### config.mk
export PLATFORM = sky130hd
export DESIGN_NAME = ph_tds_sensor_calibrated_conversion_top
export DESIGN_NICKNAME = d
export VERILOG_FILES = /design/src/sv/phtds_pkg.sv /design/src/sv/phtds_div.sv /design/src/sv/ph_tds_sensor_calibrated_conversion_top.sv
export SDC_FILE = /design/constraint.sdc
export NUM_CORES = 2
export LEC_CHECK = 0
export ABC_AREA = 1
export ABC_CLOCK_PERIOD_IN_PS = 6450
export BUFFER_PORTS_ARGS = -buffer_cell sky130_fd_sc_hd__buf_4
export CAP_MARGIN = 15
export CORE_MARGIN = 2
export CORE_UTILIZATION = 59
export CTS_BUF_LIST = sky130_fd_sc_hd__clkbuf_4 sky130_fd_sc_hd__clkbuf_8 sky130_fd_sc_hd__clkbuf_16
export CTS_CLUSTER_DIAMETER = 200
export DETAILED_ROUTE_END_ITERATION = 12
export PLACE_DENSITY_LB_ADDON = 0.08
export SLEW_MARGIN = 20
export SYNTH_ARGS = -nofsm -noshare
export SYNTH_HDL_FRONTEND = slang
export SYNTH_SLANG_ARGS = --single-unit
export TNS_END_PERCENT = 100
### constraint.sdc
create_clock -name clk_i -period 6.45 [get_ports clk_i]
set_input_delay 0.3225 -clock clk_i [delete_from_list [all_inputs] [get_ports clk_i]]
set_output_delay 0.3225 -clock clk_i [all_outputs]
set_load 0.005 [all_outputs]
### src/sv/phtds_pkg.sv
// Shared types and constants for the pH and TDS probe conversion block.
package phtds_pkg;

  localparam int ADC_BITS  = 12;
  localparam int FRAC_BITS = 16;

  localparam int FUNC_W    = 2;
  localparam int TEMP_W    = 11;
  localparam int KNOWN_W   = 20;
  localparam int PH_OUT_W  = 13;
  localparam int TDS_OUT_W = 23;
  localparam int STATUS_W  = 2;

  localparam int PH_COR_W  = 13;
  localparam int TDS_COR_W = 22;

  localparam int MUL_A_W   = 25;
  localparam int MUL_B_W   = 19;
  localparam int PROD_W    = MUL_A_W + MUL_B_W;

  localparam int DIV_W     = 34;
  localparam int DVS_W     = 21;
  localparam int STEP_W    = 5;

  localparam int V_W       = 18;
  localparam int PHR_W     = 12;
  localparam int COEF_W    = 18;
  localparam int CV_W      = 19;
  localparam int CV2_W     = 22;
  localparam int CV3_W     = 25;
  localparam int ACC_W     = 41;
  localparam int TDR_W     = 24;

  localparam logic [TEMP_W-1:0] TEMP_MAX  = 11'd1600;
  localparam logic [TEMP_W-1:0] TEMP_BIAS = 11'd400;

  // voltage = round(code * 3.3 * 2^FRAC_BITS / 2^ADC_BITS) = round(code * 264 / 5)
  localparam logic [MUL_B_W-1:0] VOLT_MUL = 19'd264;
  localparam logic [DVS_W-1:0]   VOLT_DIV = 21'd5;
  localparam logic [21:0]        VOLT_RND = 22'd2;

  // pH numerator = 700*18*ONE + 2.5*ONE*10000 - v*10000, plus half the divisor
  localparam logic [MUL_B_W-1:0] PH_MUL  = 19'd10000;
  localparam logic [31:0]        PH_BASE = 32'd2464743424;
  localparam logic [DVS_W-1:0]   PH_DIV  = 21'd1179648;

  localparam logic [DVS_W-1:0]   COEF_DIV = 21'd800;
  localparam logic [27:0]        COEF_RND = 28'd400;

  localparam logic [MUL_B_W-1:0] TDS_C3 = 19'd13342;
  localparam logic [MUL_B_W-1:0] TDS_C2 = 19'd25586;
  localparam logic [MUL_B_W-1:0] TDS_C1 = 19'd85739;

  localparam logic [STEP_W-1:0] STEPS_VOLT = 5'd11;
  localparam logic [STEP_W-1:0] STEPS_PH   = 5'd16;
  localparam logic [STEP_W-1:0] STEPS_COEF = 5'd14;
  localparam logic [STEP_W-1:0] STEPS_CV   = 5'd17;

  localparam logic [STATUS_W-1:0] STATUS_MEASURED = 2'd0;
  localparam logic [STATUS_W-1:0] STATUS_PH_CAL   = 2'd1;
  localparam logic [STATUS_W-1:0] STATUS_TDS_CAL  = 2'd2;

  typedef enum logic [FUNC_W-1:0] {
    FUNC_MEASURE = 2'd0,
    FUNC_CAL_PH  = 2'd1,
    FUNC_CAL_TDS = 2'd2
  } func_e;

  typedef enum logic [4:0] {
    S_IDLE,
    S_VPH_M,
    S_VPH_D0,
    S_VPH_DW,
    S_PH_M,
    S_PH_D0,
    S_PH_DW,
    S_VTD_M,
    S_VTD_D0,
    S_VTD_DW,
    S_COEF_D0,
    S_COEF_DW,
    S_CV_D0,
    S_CV_DW,
    S_CV2_M,
    S_CV2_R,
    S_CV3_M,
    S_CV3_R,
    S_T3_M,
    S_T2_M,
    S_T1_M,
    S_T1_A,
    S_RND,
    S_OFS,
    S_OUT
  } state_e;

  typedef struct packed {
    logic              start;
    logic [STEP_W-1:0] steps;
    logic [DIV_W-1:0]  dividend;
    logic [DVS_W-1:0]  divisor;
  } div_req_t;

endpackage

### src/sv/phtds_div.sv
// Restoring unsigned divider, two quotient bits per cycle, left-aligned dividend.
module phtds_div (
  input  logic                         clk_i,
  input  logic                         rst_ni,
  input  phtds_pkg::div_req_t          req_i,
  output logic                         done_o,
  output logic [phtds_pkg::DIV_W-1:0]  quo_o
);
  import phtds_pkg::*;

  logic              busy_q, busy_d;
  logic              done_q, done_d;
  logic [STEP_W-1:0] cnt_q, cnt_d;
  logic [DVS_W-1:0]  rem_q, rem_d;
  logic [DIV_W-1:0]  quo_q, quo_d;
  logic [DVS_W-1:0]  dvs_q;

  logic [DVS_W:0]    r1, r2;
  logic [DVS_W-1:0]  r1n, r2n;
  logic              ge1, ge2;

  always_comb begin
    r1  = {rem_q, quo_q[DIV_W-1]};
    ge1 = r1 >= {1'b0, dvs_q};
    r1n = ge1 ? DVS_W'(r1 - {1'b0, dvs_q}) : r1[DVS_W-1:0];
    r2  = {r1n, quo_q[DIV_W-2]};
    ge2 = r2 >= {1'b0, dvs_q};
    r2n = ge2 ? DVS_W'(r2 - {1'b0, dvs_q}) : r2[DVS_W-1:0];
  end

  always_comb begin
    busy_d = busy_q;
    done_d = 1'b0;
    cnt_d  = cnt_q;
    rem_d  = rem_q;
    quo_d  = quo_q;
    if (req_i.start) begin
      busy_d = 1'b1;
      cnt_d  = req_i.steps;
      rem_d  = '0;
      quo_d  = req_i.dividend;
    end else if (busy_q) begin
      cnt_d = cnt_q - STEP_W'(1);
      rem_d = r2n;
      quo_d = {quo_q[DIV_W-3:0], ge1, ge2};
      if (cnt_q == STEP_W'(1)) begin
        busy_d = 1'b0;
        done_d = 1'b1;
      end
    end
  end

  always_ff @(posedge clk_i or negedge rst_ni) begin
    if (!rst_ni) begin
      busy_q <= 1'b0;
      done_q <= 1'b0;
      cnt_q  <= '0;
    end else begin
      busy_q <= busy_d;
      done_q <= done_d;
      cnt_q  <= cnt_d;
    end
  end

  always_ff @(posedge clk_i) begin
    rem_q <= rem_d;
    quo_q <= quo_d;
    if (req_i.start) begin
      dvs_q <= req_i.divisor;
    end
  end

  assign done_o = done_q;
  assign quo_o  = quo_q;

endmodule

### src/sv/ph_tds_sensor_calibrated_conversion_top.sv
// Top level of the pH and TDS probe conversion block with offset calibration.
//
//   channel  direction  handshake               payload
//   in       sink       in_valid_i / in_stall_o   func, raw_ph_code, raw_tds_code,
//                                               temp_code, ref_level
//   out      source     out_valid_o / out_stall_i ph_value, tds_value, status, saturated
//
// Each request makes five passes of the shared two-bit-per-cycle divider
// and eight passes of the shared multiplier.
// in_stall_o is low only in the idle state; one request is in work at a time.
// A finished result waits in the output register while the next request is taken.
// Reset clears both offsets, the sequencer and out_valid_o.
module ph_tds_sensor_calibrated_conversion_top (
  input  logic                                     clk_i,
  input  logic                                     rst_ni,
  input  logic                                     in_valid_i,
  output logic                                     in_stall_o,
  input  logic [phtds_pkg::FUNC_W-1:0]             func_i,
  input  logic [phtds_pkg::ADC_BITS-1:0]           raw_ph_code_i,
  input  logic [phtds_pkg::ADC_BITS-1:0]           raw_tds_code_i,
  input  logic [phtds_pkg::TEMP_W-1:0]             temp_code_i,
  input  logic [phtds_pkg::KNOWN_W-1:0]            ref_level_i,
  output logic                                     out_valid_o,
  input  logic                                     out_stall_i,
  output logic signed [phtds_pkg::PH_OUT_W-1:0]    ph_value_o,
  output logic signed [phtds_pkg::TDS_OUT_W-1:0]   tds_value_o,
  output logic [phtds_pkg::STATUS_W-1:0]           status_o,
  output logic                                     saturated_o
);
  import phtds_pkg::*;

  state_e state_q, state_d;

  logic [FUNC_W-1:0]    func_q;
  logic [ADC_BITS-1:0]  ph_code_q;
  logic [ADC_BITS-1:0]  tds_code_q;
  logic [TEMP_W-1:0]    temp_q;
  logic [KNOWN_W-1:0]   known_q;
  logic [V_W-1:0]       v_q;
  logic [PHR_W-1:0]     ph_raw_q;
  logic [COEF_W-1:0]    coef_q;
  logic [CV_W-1:0]      cv_q;
  logic [CV2_W-1:0]     cv2_q;
  logic [CV3_W-1:0]     cv3_q;
  logic signed [ACC_W-1:0] acc_q;
  logic signed [TDR_W-1:0] tds_raw_q;
  logic                 sat_q;

  logic signed [PH_COR_W-1:0]  ph_corr_q;
  logic signed [TDS_COR_W-1:0] tds_corr_q;

  logic                        out_valid_q;
  logic signed [PH_OUT_W-1:0]  ph_out_q;
  logic signed [TDS_OUT_W-1:0] tds_out_q;
  logic [STATUS_W-1:0]         status_q;
  logic                        sat_out_q;

  logic [MUL_A_W-1:0] mul_a;
  logic [MUL_B_W-1:0] mul_b;
  logic [PROD_W-1:0]  mul_q;
  logic [PROD_W-1:0]  prod_rnd;

  div_req_t          div_req;
  logic              div_done;
  logic [DIV_W-1:0]  div_quo;

  logic              in_accept;
  logic              out_fire;

  logic [TEMP_W-1:0] temp_sum;
  logic [27:0]       coef_num;
  logic signed [ACC_W-1:0] acc_bias;
  logic signed [ACC_W-1:0] acc_rnd;

  logic signed [21:0] ph_diff;
  logic signed [24:0] tds_diff;
  logic signed [PH_COR_W-1:0]  ph_ofs;
  logic signed [TDS_COR_W-1:0] tds_ofs;
  logic               ph_ofs_sat, tds_ofs_sat;

  logic signed [13:0] ph_sum;
  logic signed [24:0] tds_sum;
  logic signed [PH_OUT_W-1:0]  ph_clip;
  logic signed [TDS_OUT_W-1:0] tds_clip;
  logic               ph_out_sat, tds_out_sat;
  logic [STATUS_W-1:0] status_d;

  phtds_div u_div (
    .clk_i  (clk_i),
    .rst_ni (rst_ni),
    .req_i  (div_req),
    .done_o (div_done),
    .quo_o  (div_quo)
  );

  assign in_accept = in_valid_i && !in_stall_o;
  assign out_fire  = (state_q == S_OUT) && (!out_valid_q || !out_stall_i);

  // next state
  always_comb begin
    state_d = state_q;
    case (state_q)
      S_IDLE:    if (in_accept) state_d = S_VPH_M;
      S_VPH_M:   state_d = S_VPH_D0;
      S_VPH_D0:  state_d = S_VPH_DW;
      S_VPH_DW:  if (div_done) state_d = S_PH_M;
      S_PH_M:    state_d = S_PH_D0;
      S_PH_D0:   state_d = S_PH_DW;
      S_PH_DW:   if (div_done) state_d = S_VTD_M;
      S_VTD_M:   state_d = S_VTD_D0;
      S_VTD_D0:  state_d = S_VTD_DW;
      S_VTD_DW:  if (div_done) state_d = S_COEF_D0;
      S_COEF_D0: state_d = S_COEF_DW;
      S_COEF_DW: if (div_done) state_d = S_CV_D0;
      S_CV_D0:   state_d = S_CV_DW;
      S_CV_DW:   if (div_done) state_d = S_CV2_M;
      S_CV2_M:   state_d = S_CV2_R;
      S_CV2_R:   state_d = S_CV3_M;
      S_CV3_M:   state_d = S_CV3_R;
      S_CV3_R:   state_d = S_T3_M;
      S_T3_M:    state_d = S_T2_M;
      S_T2_M:    state_d = S_T1_M;
      S_T1_M:    state_d = S_T1_A;
      S_T1_A:    state_d = S_RND;
      S_RND:     state_d = S_OFS;
      S_OFS:     state_d = S_OUT;
      S_OUT:     if (out_fire) state_d = S_IDLE;
      default:   state_d = S_IDLE;
    endcase
  end

  // shared multiplier operands, divider requests, input stall
  always_comb begin
    in_stall_o = (state_q != S_IDLE);
    mul_a      = '0;
    mul_b      = '0;
    div_req    = '0;
    temp_sum   = TEMP_BIAS + temp_q;
    coef_num   = 28'({temp_sum, {FRAC_BITS{1'b0}}}) + COEF_RND;
    case (state_q)
      S_VPH_M: begin
        mul_a = MUL_A_W'(ph_code_q);
        mul_b = VOLT_MUL;
      end
      S_VPH_D0, S_VTD_D0: begin
        div_req.start    = 1'b1;
        div_req.steps    = STEPS_VOLT;
        div_req.dividend = {mul_q[21:0] + VOLT_RND, 12'b0};
        div_req.divisor  = VOLT_DIV;
      end
      S_PH_M: begin
        mul_a = MUL_A_W'(v_q);
        mul_b = PH_MUL;
      end
      S_PH_D0: begin
        div_req.start    = 1'b1;
        div_req.steps    = STEPS_PH;
        div_req.dividend = {PH_BASE - mul_q[31:0], 2'b0};
        div_req.divisor  = PH_DIV;
      end
      S_VTD_M: begin
        mul_a = MUL_A_W'(tds_code_q);
        mul_b = VOLT_MUL;
      end
      S_COEF_D0: begin
        div_req.start    = 1'b1;
        div_req.steps    = STEPS_COEF;
        div_req.dividend = {coef_num, 6'b0};
        div_req.divisor  = COEF_DIV;
      end
      S_CV_D0: begin
        div_req.start    = 1'b1;
        div_req.steps    = STEPS_CV;
        div_req.dividend = DIV_W'({v_q, {FRAC_BITS{1'b0}}})
                         + DIV_W'(coef_q[COEF_W-1:1]);
        div_req.divisor  = DVS_W'(coef_q);
      end
      S_CV2_M: begin
        mul_a = MUL_A_W'(cv_q);
        mul_b = cv_q;
      end
      S_CV3_M: begin
        mul_a = MUL_A_W'(cv2_q);
        mul_b = cv_q;
      end
      S_T3_M: begin
        mul_a = cv3_q;
        mul_b = TDS_C3;
      end
      S_T2_M: begin
        mul_a = MUL_A_W'(cv2_q);
        mul_b = TDS_C2;
      end
      S_T1_M: begin
        mul_a = MUL_A_W'(cv_q);
        mul_b = TDS_C1;
      end
      default: begin
        mul_a = '0;
      end
    endcase
  end

  // rounding, offset and output clipping
  always_comb begin
    prod_rnd = mul_q + (PROD_W'(1) << (FRAC_BITS - 1));
    acc_bias = acc_q[ACC_W-1] ? ACC_W'((1 << FRAC_BITS) - 1) : ACC_W'(1 << FRAC_BITS);
    acc_rnd  = (acc_q + acc_bias) >>> (FRAC_BITS + 1);

    ph_diff  = $signed({2'b00, known_q}) - $signed({10'b0, ph_raw_q});
    tds_diff = $signed({5'b0, known_q}) - $signed({tds_raw_q[TDR_W-1], tds_raw_q});

    ph_ofs_sat = 1'b1;
    if (ph_diff < -22'sd4096) begin
      ph_ofs = $signed(13'h1000);
    end else if (ph_diff > 22'sd4095) begin
      ph_ofs = 13'sd4095;
    end else begin
      ph_ofs     = ph_diff[PH_COR_W-1:0];
      ph_ofs_sat = 1'b0;
    end

    tds_ofs_sat = 1'b1;
    if (tds_diff < -25'sd2097152) begin
      tds_ofs = $signed(22'h200000);
    end else if (tds_diff > 25'sd2097151) begin
      tds_ofs = 22'sd2097151;
    end else begin
      tds_ofs     = tds_diff[TDS_COR_W-1:0];
      tds_ofs_sat = 1'b0;
    end

    ph_sum  = $signed({2'b00, ph_raw_q}) + $signed({ph_corr_q[PH_COR_W-1], ph_corr_q});
    tds_sum = $signed({tds_raw_q[TDR_W-1], tds_raw_q})
            + $signed({{3{tds_corr_q[TDS_COR_W-1]}}, tds_corr_q});

    ph_out_sat = 1'b1;
    if (ph_sum < -14'sd4000) begin
      ph_clip = -13'sd4000;
    end else if (ph_sum > 14'sd4000) begin
      ph_clip = 13'sd4000;
    end else begin
      ph_clip    = ph_sum[PH_OUT_W-1:0];
      ph_out_sat = 1'b0;
    end

    tds_out_sat = 1'b1;
    if (tds_sum < -25'sd2000000) begin
      tds_clip = -23'sd2000000;
    end else if (tds_sum > 25'sd3000000) begin
      tds_clip = 23'sd3000000;
    end else begin
      tds_clip    = tds_sum[TDS_OUT_W-1:0];
      tds_out_sat = 1'b0;
    end

    case (func_q)
      FUNC_CAL_PH:  status_d = STATUS_PH_CAL;
      FUNC_CAL_TDS: status_d = STATUS_TDS_CAL;
      default:      status_d = STATUS_MEASURED;
    endcase
  end

  always_ff @(posedge clk_i or negedge rst_ni) begin
    if (!rst_ni) begin
      state_q     <= S_IDLE;
      ph_corr_q   <= '0;
      tds_corr_q  <= '0;
      out_valid_q <= 1'b0;
    end else begin
      state_q <= state_d;
      if (state_q == S_OFS) begin
        if (func_q == FUNC_CAL_PH) begin
          ph_corr_q <= ph_ofs;
        end
        if (func_q == FUNC_CAL_TDS) begin
          tds_corr_q <= tds_ofs;
        end
      end
      if (out_fire) begin
        out_valid_q <= 1'b1;
      end else if (!out_stall_i) begin
        out_valid_q <= 1'b0;
      end
    end
  end

  always_ff @(posedge clk_i) begin
    mul_q <= mul_a * mul_b;
    case (state_q)
      S_IDLE: begin
        if (in_accept) begin
          func_q     <= func_i;
          ph_code_q  <= raw_ph_code_i;
          tds_code_q <= raw_tds_code_i;
          temp_q     <= (temp_code_i > TEMP_MAX) ? TEMP_MAX : temp_code_i;
          known_q    <= ref_level_i;
        end
      end
      S_VPH_DW, S_VTD_DW: if (div_done) v_q <= div_quo[V_W-1:0];
      S_PH_DW:   if (div_done) ph_raw_q <= div_quo[PHR_W-1:0];
      S_COEF_DW: if (div_done) coef_q <= div_quo[COEF_W-1:0];
      S_CV_DW:   if (div_done) cv_q <= div_quo[CV_W-1:0];
      S_CV2_R:   cv2_q <= prod_rnd[FRAC_BITS +: CV2_W];
      S_CV3_R:   cv3_q <= prod_rnd[FRAC_BITS +: CV3_W];
      S_T2_M:    acc_q <= $signed({1'b0, mul_q[ACC_W-2:0]});
      S_T1_M:    acc_q <= acc_q - $signed({1'b0, mul_q[ACC_W-2:0]});
      S_T1_A:    acc_q <= acc_q + $signed({1'b0, mul_q[ACC_W-2:0]});
      S_RND:     tds_raw_q <= acc_rnd[TDR_W-1:0];
      S_OFS: begin
        case (func_q)
          FUNC_CAL_PH:  sat_q <= ph_ofs_sat;
          FUNC_CAL_TDS: sat_q <= tds_ofs_sat;
          default:      sat_q <= 1'b0;
        endcase
      end
      S_OUT: begin
        if (out_fire) begin
          ph_out_q  <= ph_clip;
          tds_out_q <= tds_clip;
          status_q  <= status_d;
          sat_out_q <= sat_q | ph_out_sat | tds_out_sat;
        end
      end
      default: begin
      end
    endcase
  end

  assign out_valid_o = out_valid_q;
  assign ph_value_o  = ph_out_q;
  assign tds_value_o = tds_out_q;
  assign status_o    = status_q;
  assign saturated_o = sat_out_q;

endmodule
=== Yosys cells after proc, flatten, opt, wreduce, memory -nomap -nowiden ===
Index checks and enable logic that the tools add are counted.

* Bits in registers: 441
* Logic and storage cells: 166
* Memories kept: 0
* Bits in latches: 0
* Output and inout port bits: 41
* RAM bits: 0
* Input port bits: 61
* Memory bits (read-only): 0

* Multiply operators: 1
* Reductions and logical operators: 27
* Div/mod/pow operators: 0
* Add/subtract/negate cells: 16
* Order comparisons: 11
* Eq/ne operators: 35
* Bitwise logic cells: 2
* Multiplexer cells: 43
* Shifts and indexed selects: 0

{| class="wikitable"
|+ Operators by type and width
! operator !! count
|-
| one-hot mux 61 bit (4 select lines) || 1
|-
| one-hot mux 25 bit (6 select lines) || 1
|-
| one-hot mux 5 bit (25 select lines) || 1
|-
| one-hot mux 41 bit (3 select lines) || 1
|-
| one-hot mux 19 bit (6 select lines) || 1
|-
| two-way mux 34 bit || 2
|-
| < comparator 25 x 22 -> 1 bit (second input constant) || 2
|-
| == test 5 bit (second input constant) || 9
|-
| two-way mux 5 bit || 9
|-
| >= comparator 22 x 21 -> 1 bit || 2
|-
| two-way mux 22 bit || 2
|-
| two-way mux 21 bit || 2
|-
| subtractor 21 bit || 2
|-
| adder 41 x 16 -> 41 bit (second input constant) || 1
|-
| adder 41 x 18 -> 41 bit || 1
|-
| adder 41 bit || 1
|-
| multiplier 25 x 19 -> 41 bit || 1
|-
| subtractor 41 bit || 1
|-
| == test 5 x 4 -> 1 bit (second input constant) || 8
|-
| two-way mux 13 bit || 3
|-
| adder 34 x 17 -> 34 bit || 1
|-
| subtractor 32 bit (first input constant) || 1
|-
| adder 27 x 9 -> 28 bit (second input constant) || 1
|-
| adder 24 x 22 -> 25 bit || 1
|-
| 36 further kinds || 80
|}

=== Longest topological paths before layout ===
* Depth after elaboration: 6
* Depth in mapped cells: 40
* Depth with buffers taken out: 38

=== Hierarchy ===
From an unflattened synthesis, not the netlist that was laid out.

* Cells, all modules: 5897
* Area total of the unflattened synthesis: 45600.0 um2

{| class="wikitable"
|+ Modules (own cells, without submodules)
! module !! sequential area each (um2) !! times used !! area an instance (um2) !! cells an instance
|-
| ph_tds_sensor_calibrated_conversion_top || 10134.7 || 1 || 38878.5 || 4891
|-
| phtds_div || 2247.2 || 1 || 6721.4 || 1006
|}

=== Least setup slack after synthesis ===
OpenSTA, ideal clock, no wires.

* Path type: register to register
* From: register state_q[0]
* To: register mul_q[35]
* Path slack: -0.505 ns
* Period minus slack after synthesis: 6.955 ns
* Setup time: 0.112 ns
* Cell stages (with the launch flop): 36
* Data required time: 6.338 ns
* Data arrival time: 6.843 ns
* Path buffers: 2
* Path through: dfrtp_1 -> nor2_2 -> inv_2 -> nor2_2 -> inv_4 -> nor2_8 -> inv_2 -> buf_6 -> o21ai_0 -> nor3_4 -> inv_2 -> buf_2 -> nand2_1 -> fa_1 -> inv_1 -> fa_1 -> inv_1 -> fa_1 -> inv_1 -> fa_1 -> fa_1 -> inv_1 -> fa_1 -> inv_1 -> ha_1 -> nand2_1 -> nor2_1 -> nand2_1 -> o21ai_0 -> a21oi_1 -> o21ai_0 -> nand3_1 -> nand2_1 -> nand2_1 -> nand3_1 -> nand2_1

* Word-level cells in the longest chain between the ends: 4
* Elaborated cells between the ends (all ways): 15
* Classes of those cells: mul (1); eq/ne (8); mux (2); reduce/logical (4)

{| class="wikitable"
|+ RTL lines
! item !! line !! source
|-
| from (decl) || ph_tds_sensor_calibrated_conversion_top.sv:32 || <nowiki>state_e state_q, state_d;</nowiki>
|-
| from (signal assigned) || ph_tds_sensor_calibrated_conversion_top.sv:271 || <nowiki>state_q <= state_d;</nowiki>
|-
| == test 5 bit (tied with other cells) || ph_tds_sensor_calibrated_conversion_top.sv:140 || <nowiki>case (state_q)</nowiki>
|-
| OR reduction 2 bit (no line) || - ||
|-
| one-hot mux 25 bit (6 select lines) / one-hot mux 19 bit (6 select lines) (equally long branches) || ph_tds_sensor_calibrated_conversion_top.sv:140 ||
|-
| multiplier 25 x 19 -> 41 bit * || ph_tds_sensor_calibrated_conversion_top.sv:289 || <nowiki>mul_q <= mul_a * mul_b;</nowiki>
|-
| to (signal assigned) || ph_tds_sensor_calibrated_conversion_top.sv:289 ||
|-
| to (decl) || ph_tds_sensor_calibrated_conversion_top.sv:60 || <nowiki>logic [PROD_W-1:0] mul_q;</nowiki>
|}

Mark *: on every way between the ends. The rest lies on a longest branch, timed or not.
A chain may end at the register's enable or synchronous reset.

=== Worst setup path after layout ===
* From: register state_q[3]
* To: register mul_q[36]

The elaborated chain is that of the path after synthesis.

==> out/qor.csv <==
metric;value;unit
layout-drive-gt1-share;18.4;%
finalCriticalPeriod;6940;ps
post_synth.cell_area_avg;7.86;um^2
port_buffers;101;
postPlaceCellArea;50200;um^2
numCtsBuffers;48;
die_footprint;79100;um^2
first_iter_violations;3353;
rsz_0062_raised_after_global_routing;true;
final_common_cell;nand2_1;
timing.final.setup_violations;27;
drt-total-wl;153;mm
utilization;72.5;%
die_w;281;um
worstSetupEndpointType;flop;
cts.path.max_buffers;3;
synth-async-reset-ratio;10.9;%
hold_viol_final;0;
design.core.area;76100;um^2
core.rowCount;101;
num_antenna_cells;0;
layout_common_cells;nand2_1 (1256), inv_1 (1048), buf_4 (492);
synth-edff-count;329;
number_of_antenna_violations_at_the_first_check_in_global_routing;2;
dp.final_hpwl;120;mm
crit_required;6940;ps
timing.critical_path.arrival;7430;ps
io_pins;102;
violations;setup timing;
fmax;0.144;GHz
power.density_cell_area;428;nW/um^2
class_of_the_most_critical_setup_path;reg2reg;
critPathMostFrequentCell;fa_1;
syn_inst;5770;
gr-usage-all-layers;38.3;%
static-leakage-power;27.0;nW
worst_hold_path_type;in2reg;
avgRoutedWirePerCell;20.5;um
postRouteAntennaNets;0;
setup_slack_after_placement;-567;ps
final_critical_path_setup_slack;-489;ps
skew;28.8;ps
fin_crit_sh;108;%
clkTransAtPathRegs;70;ps
number_of_drc_violations_after_detailed_routing;0;
hold-worst-slack;25.2;ps
timing.setup.tns;-9380;ps
critPathMaxFanout;7;
path_buf_inv;12;
die_height;281;um
status;finished with violations;
clkLatencyLatePin;620;ps
drt-pass1-iter-count;7;
vias_in_the_first_global_route;41800;
grt_start_max_net_pins;49;
timing.critical_path.slowest_cell_delay;540;ps
maxCapViolCount;0;
cts_sinks;439;
tritoncts;done;
ctsHtreeMaxLevel;2;
gp_congestion;1.01;
finalInstanceArea;55200;um^2
worst_path_max_delay_cell;fa_1;
worst_pin_slew;1120;ps
grt-ovfl-total;0;
synthesis.area;45400;um^2
viasPerCell;5.66;
floorplan.initialDensity;59.6;%
grt_pass1_wl;231;mm
cts-root-buf;clkbuf_16;
route.vias.total;42100;
ys.warnings.count;0;
max-vdd-ir-drop;0.383;mV
layout-area-overhead-vs-synth;21.6;%
slew_viol_final;0;
post_synth_num_cell_types;79;
synth-seq-area-share;27.2;%
relSlewSlack;25.2;%
fill_cells;6012;
nNetsFinal;7113;
synth.ff_latch_count;439;
synth_ff_type;edfxtp_1;
crit_path_start_kind;flop;
critical_path.top_delay_family;adder cells;
-- cell type report --
type,count,area (um^2),area share [%]
timing repair buffer,651,5790,10.5
sequential,439,12300,22.3
clock buffer,69,1480,2.69
inverter,1167,4460,8.08
clock inverter,21,245,0.445
tap,1030,1290,2.34
timing repair inverter,3,21.3,0.0386
multi-input combinational,4060,29600,53.6
-- per-layer routing --
metal | routed length, um | GRT usage, % | up-vias
met3 | 11100 | 5.54 | 593
li1 | - | - | 19500
met2 | 72700 | 65.1 | 1923
met5 | 8 | 0 | -
met1 | 56900 | 46.0 | 20100
met4 | 12000 | 23.9 | 2
-- flip-flops by register name, indices dropped and copies added (netlist names), 11 cells and up --
name and flops:
mul_q 41, known_q 20, acc_q 41, tds_code_q 12, ph_corr_q 13, ph_code_q 12
v_q 18, cv2_q 22, tds_raw_q 24, temp_q 11, tds_corr_q 22, tds_value_o 23
u_div.dvs_q 19, coef_q 18, ph_raw_q 12, ph_value_o 13, cv3_q 25, u_div.rem_q 21
cv_q 19, u_div.quo_o 34
-- synth_stat cells (all sizes together) (2+ instances only) --
| cell | number | area (um^2) |
|---|---|---|
| o22ai | 3 | 18.8 |
| a41oi | 3 | 26.3 |
| o21a | 10 | 75.1 |
| a221oi | 4 | 35.0 |
| nand4 | 84 | 532 |
| xor2 | 151 | 1330 |
| nand2 | 1341 | 5080 |
| buf | 81 | 516 |
| nor4 | 24 | 180 |
| dfxtp | 62 | 1240 |
| clkbuf | 50 | 191 |
| and3 | 5 | 31.3 |
| clkinv | 5 | 18.8 |
| a21o | 22 | 165 |
| nor3b | 3 | 27.5 |
| ha | 287 | 3590 |
| nor2 | 537 | 2160 |
| a31oi | 35 | 225 |
| a22oi | 3 | 22.5 |
| inv | 1161 | 4360 |
| a21boi | 3 | 22.5 |
| a21oi | 266 | 1350 |
| dfrtp | 48 | 1200 |
| nor3 | 74 | 513 |
| o221ai | 11 | 96.3 |
| or2 | 20 | 125 |
| or3 | 2 | 12.5 |
| o21ai | 312 | 1570 |
| o2111ai | 13 | 145 |
| o31ai | 4 | 30.0 |
| a211oi | 5 | 37.5 |
| a22o | 23 | 201 |
| nand3 | 272 | 1430 |
| and2 | 2 | 12.5 |
| conb | 2 | 7.51 |
| nand3b | 13 | 97.6 |
| xnor2 | 54 | 473 |
| o21bai | 27 | 203 |
| a31o | 2 | 17.5 |
| fa | 395 | 7910 |
| edfxtp | 329 | 9880 |
| o211ai | 12 | 95.1 |
-- final timing paths --
| path | from | end | slack, ps | depth (start not counted) |
|---|---|---|---|---|
| setup / recovery | state_q[3]$_DFFE_PN0P_ | mul_q[36]$_DFF_P_ | -490 | 34 |
| hold / removal | temp_code_i[1] | temp_q[1]$_SDFFCE_PN0P_ | 30 | 3 |
| setup reg to reg | state_q[3]$_DFFE_PN0P_ | mul_q[36]$_DFF_P_ | -490 | 34 |
| hold reg to reg | u_div.rem_q[15]$_SDFFE_PN0P_ | u_div.rem_q[15]$_SDFFE_PN0P_ | 470 | 2 |
| max in group asynchronous | rst_ni | state_q[0]$_DFFE_PN0P_ | 5610 | 2 |
| min in group asynchronous | rst_ni | tds_corr_q[19]$_DFFE_PN0P_ | 290 | 2 |
-- logic make-up (layout without fill, tap and decap cells) --
| kind of cell | count (synthesis) | in the layout | share of synthesized area, % |
|---|---|---|---|
| and+or+nand+nor | 2379 | 2379 | 22.5 |
| buffers and inverters | 1299 | 1911 | 11.3 |
| AOI/OAI and AO/OA | 763 | 763 | 9.65 |
| adders and majority gates | 682 | 682 | 25.3 |
| DFF | 439 | 439 | 27.2 |
| xor gates and xnor gates | 205 | 205 | 3.97 |
| other | 2 | 30 | 0.0166 |
| muxes | 1 | 1 | 0.0221 |
-- metrics by stage --
stage | power (W) | instances
finish | 0.0236 | 7440
global route | 0.0252 | 7440
CTS | 0.0229 | 7414
detailed placement | 0.0192 | 7158
global placement | 0.0191 | 7157
floorplan | 0.0145 | 5798
-- report_power, final --
part	internal, W	switching, W	total [W]
registers	0.00389	0.000552	0.00444
clock network	0.00174	0.00126	0.00300
logic	0.00588	0.0103	0.0162
total	0.0115	0.0121	0.0236
-- worst register-to-register path, delay by kind of cell, from the launching register on --
| kind | cells | cell delay (ps) |
|---|---|---|
| flops | 1 | 410 |
| compound gates | 5 | 810 |
| fa+ha+maj | 7 | 3300 |
| simple gates | 9 | 940 |
| buf+inv | 12 | 1210 |
| xor+xnor | 1 | 130 |
-- repair_timing --
| item | in CTS | in global routing |
|---|---|---|
| hold buffers | 53 | 0 |
| pin swaps | 159 | 105 |
| buffers inserted | 109 | 32 |
| hold endpoints to repair | 100 | 0 |
| resized for setup | 282 | 180 |
| endpoints found under the setup margin | 29 | 51 |
| cloned | 7 | 1 |
No activity file was read; power rests on OpenSTA's default activity.
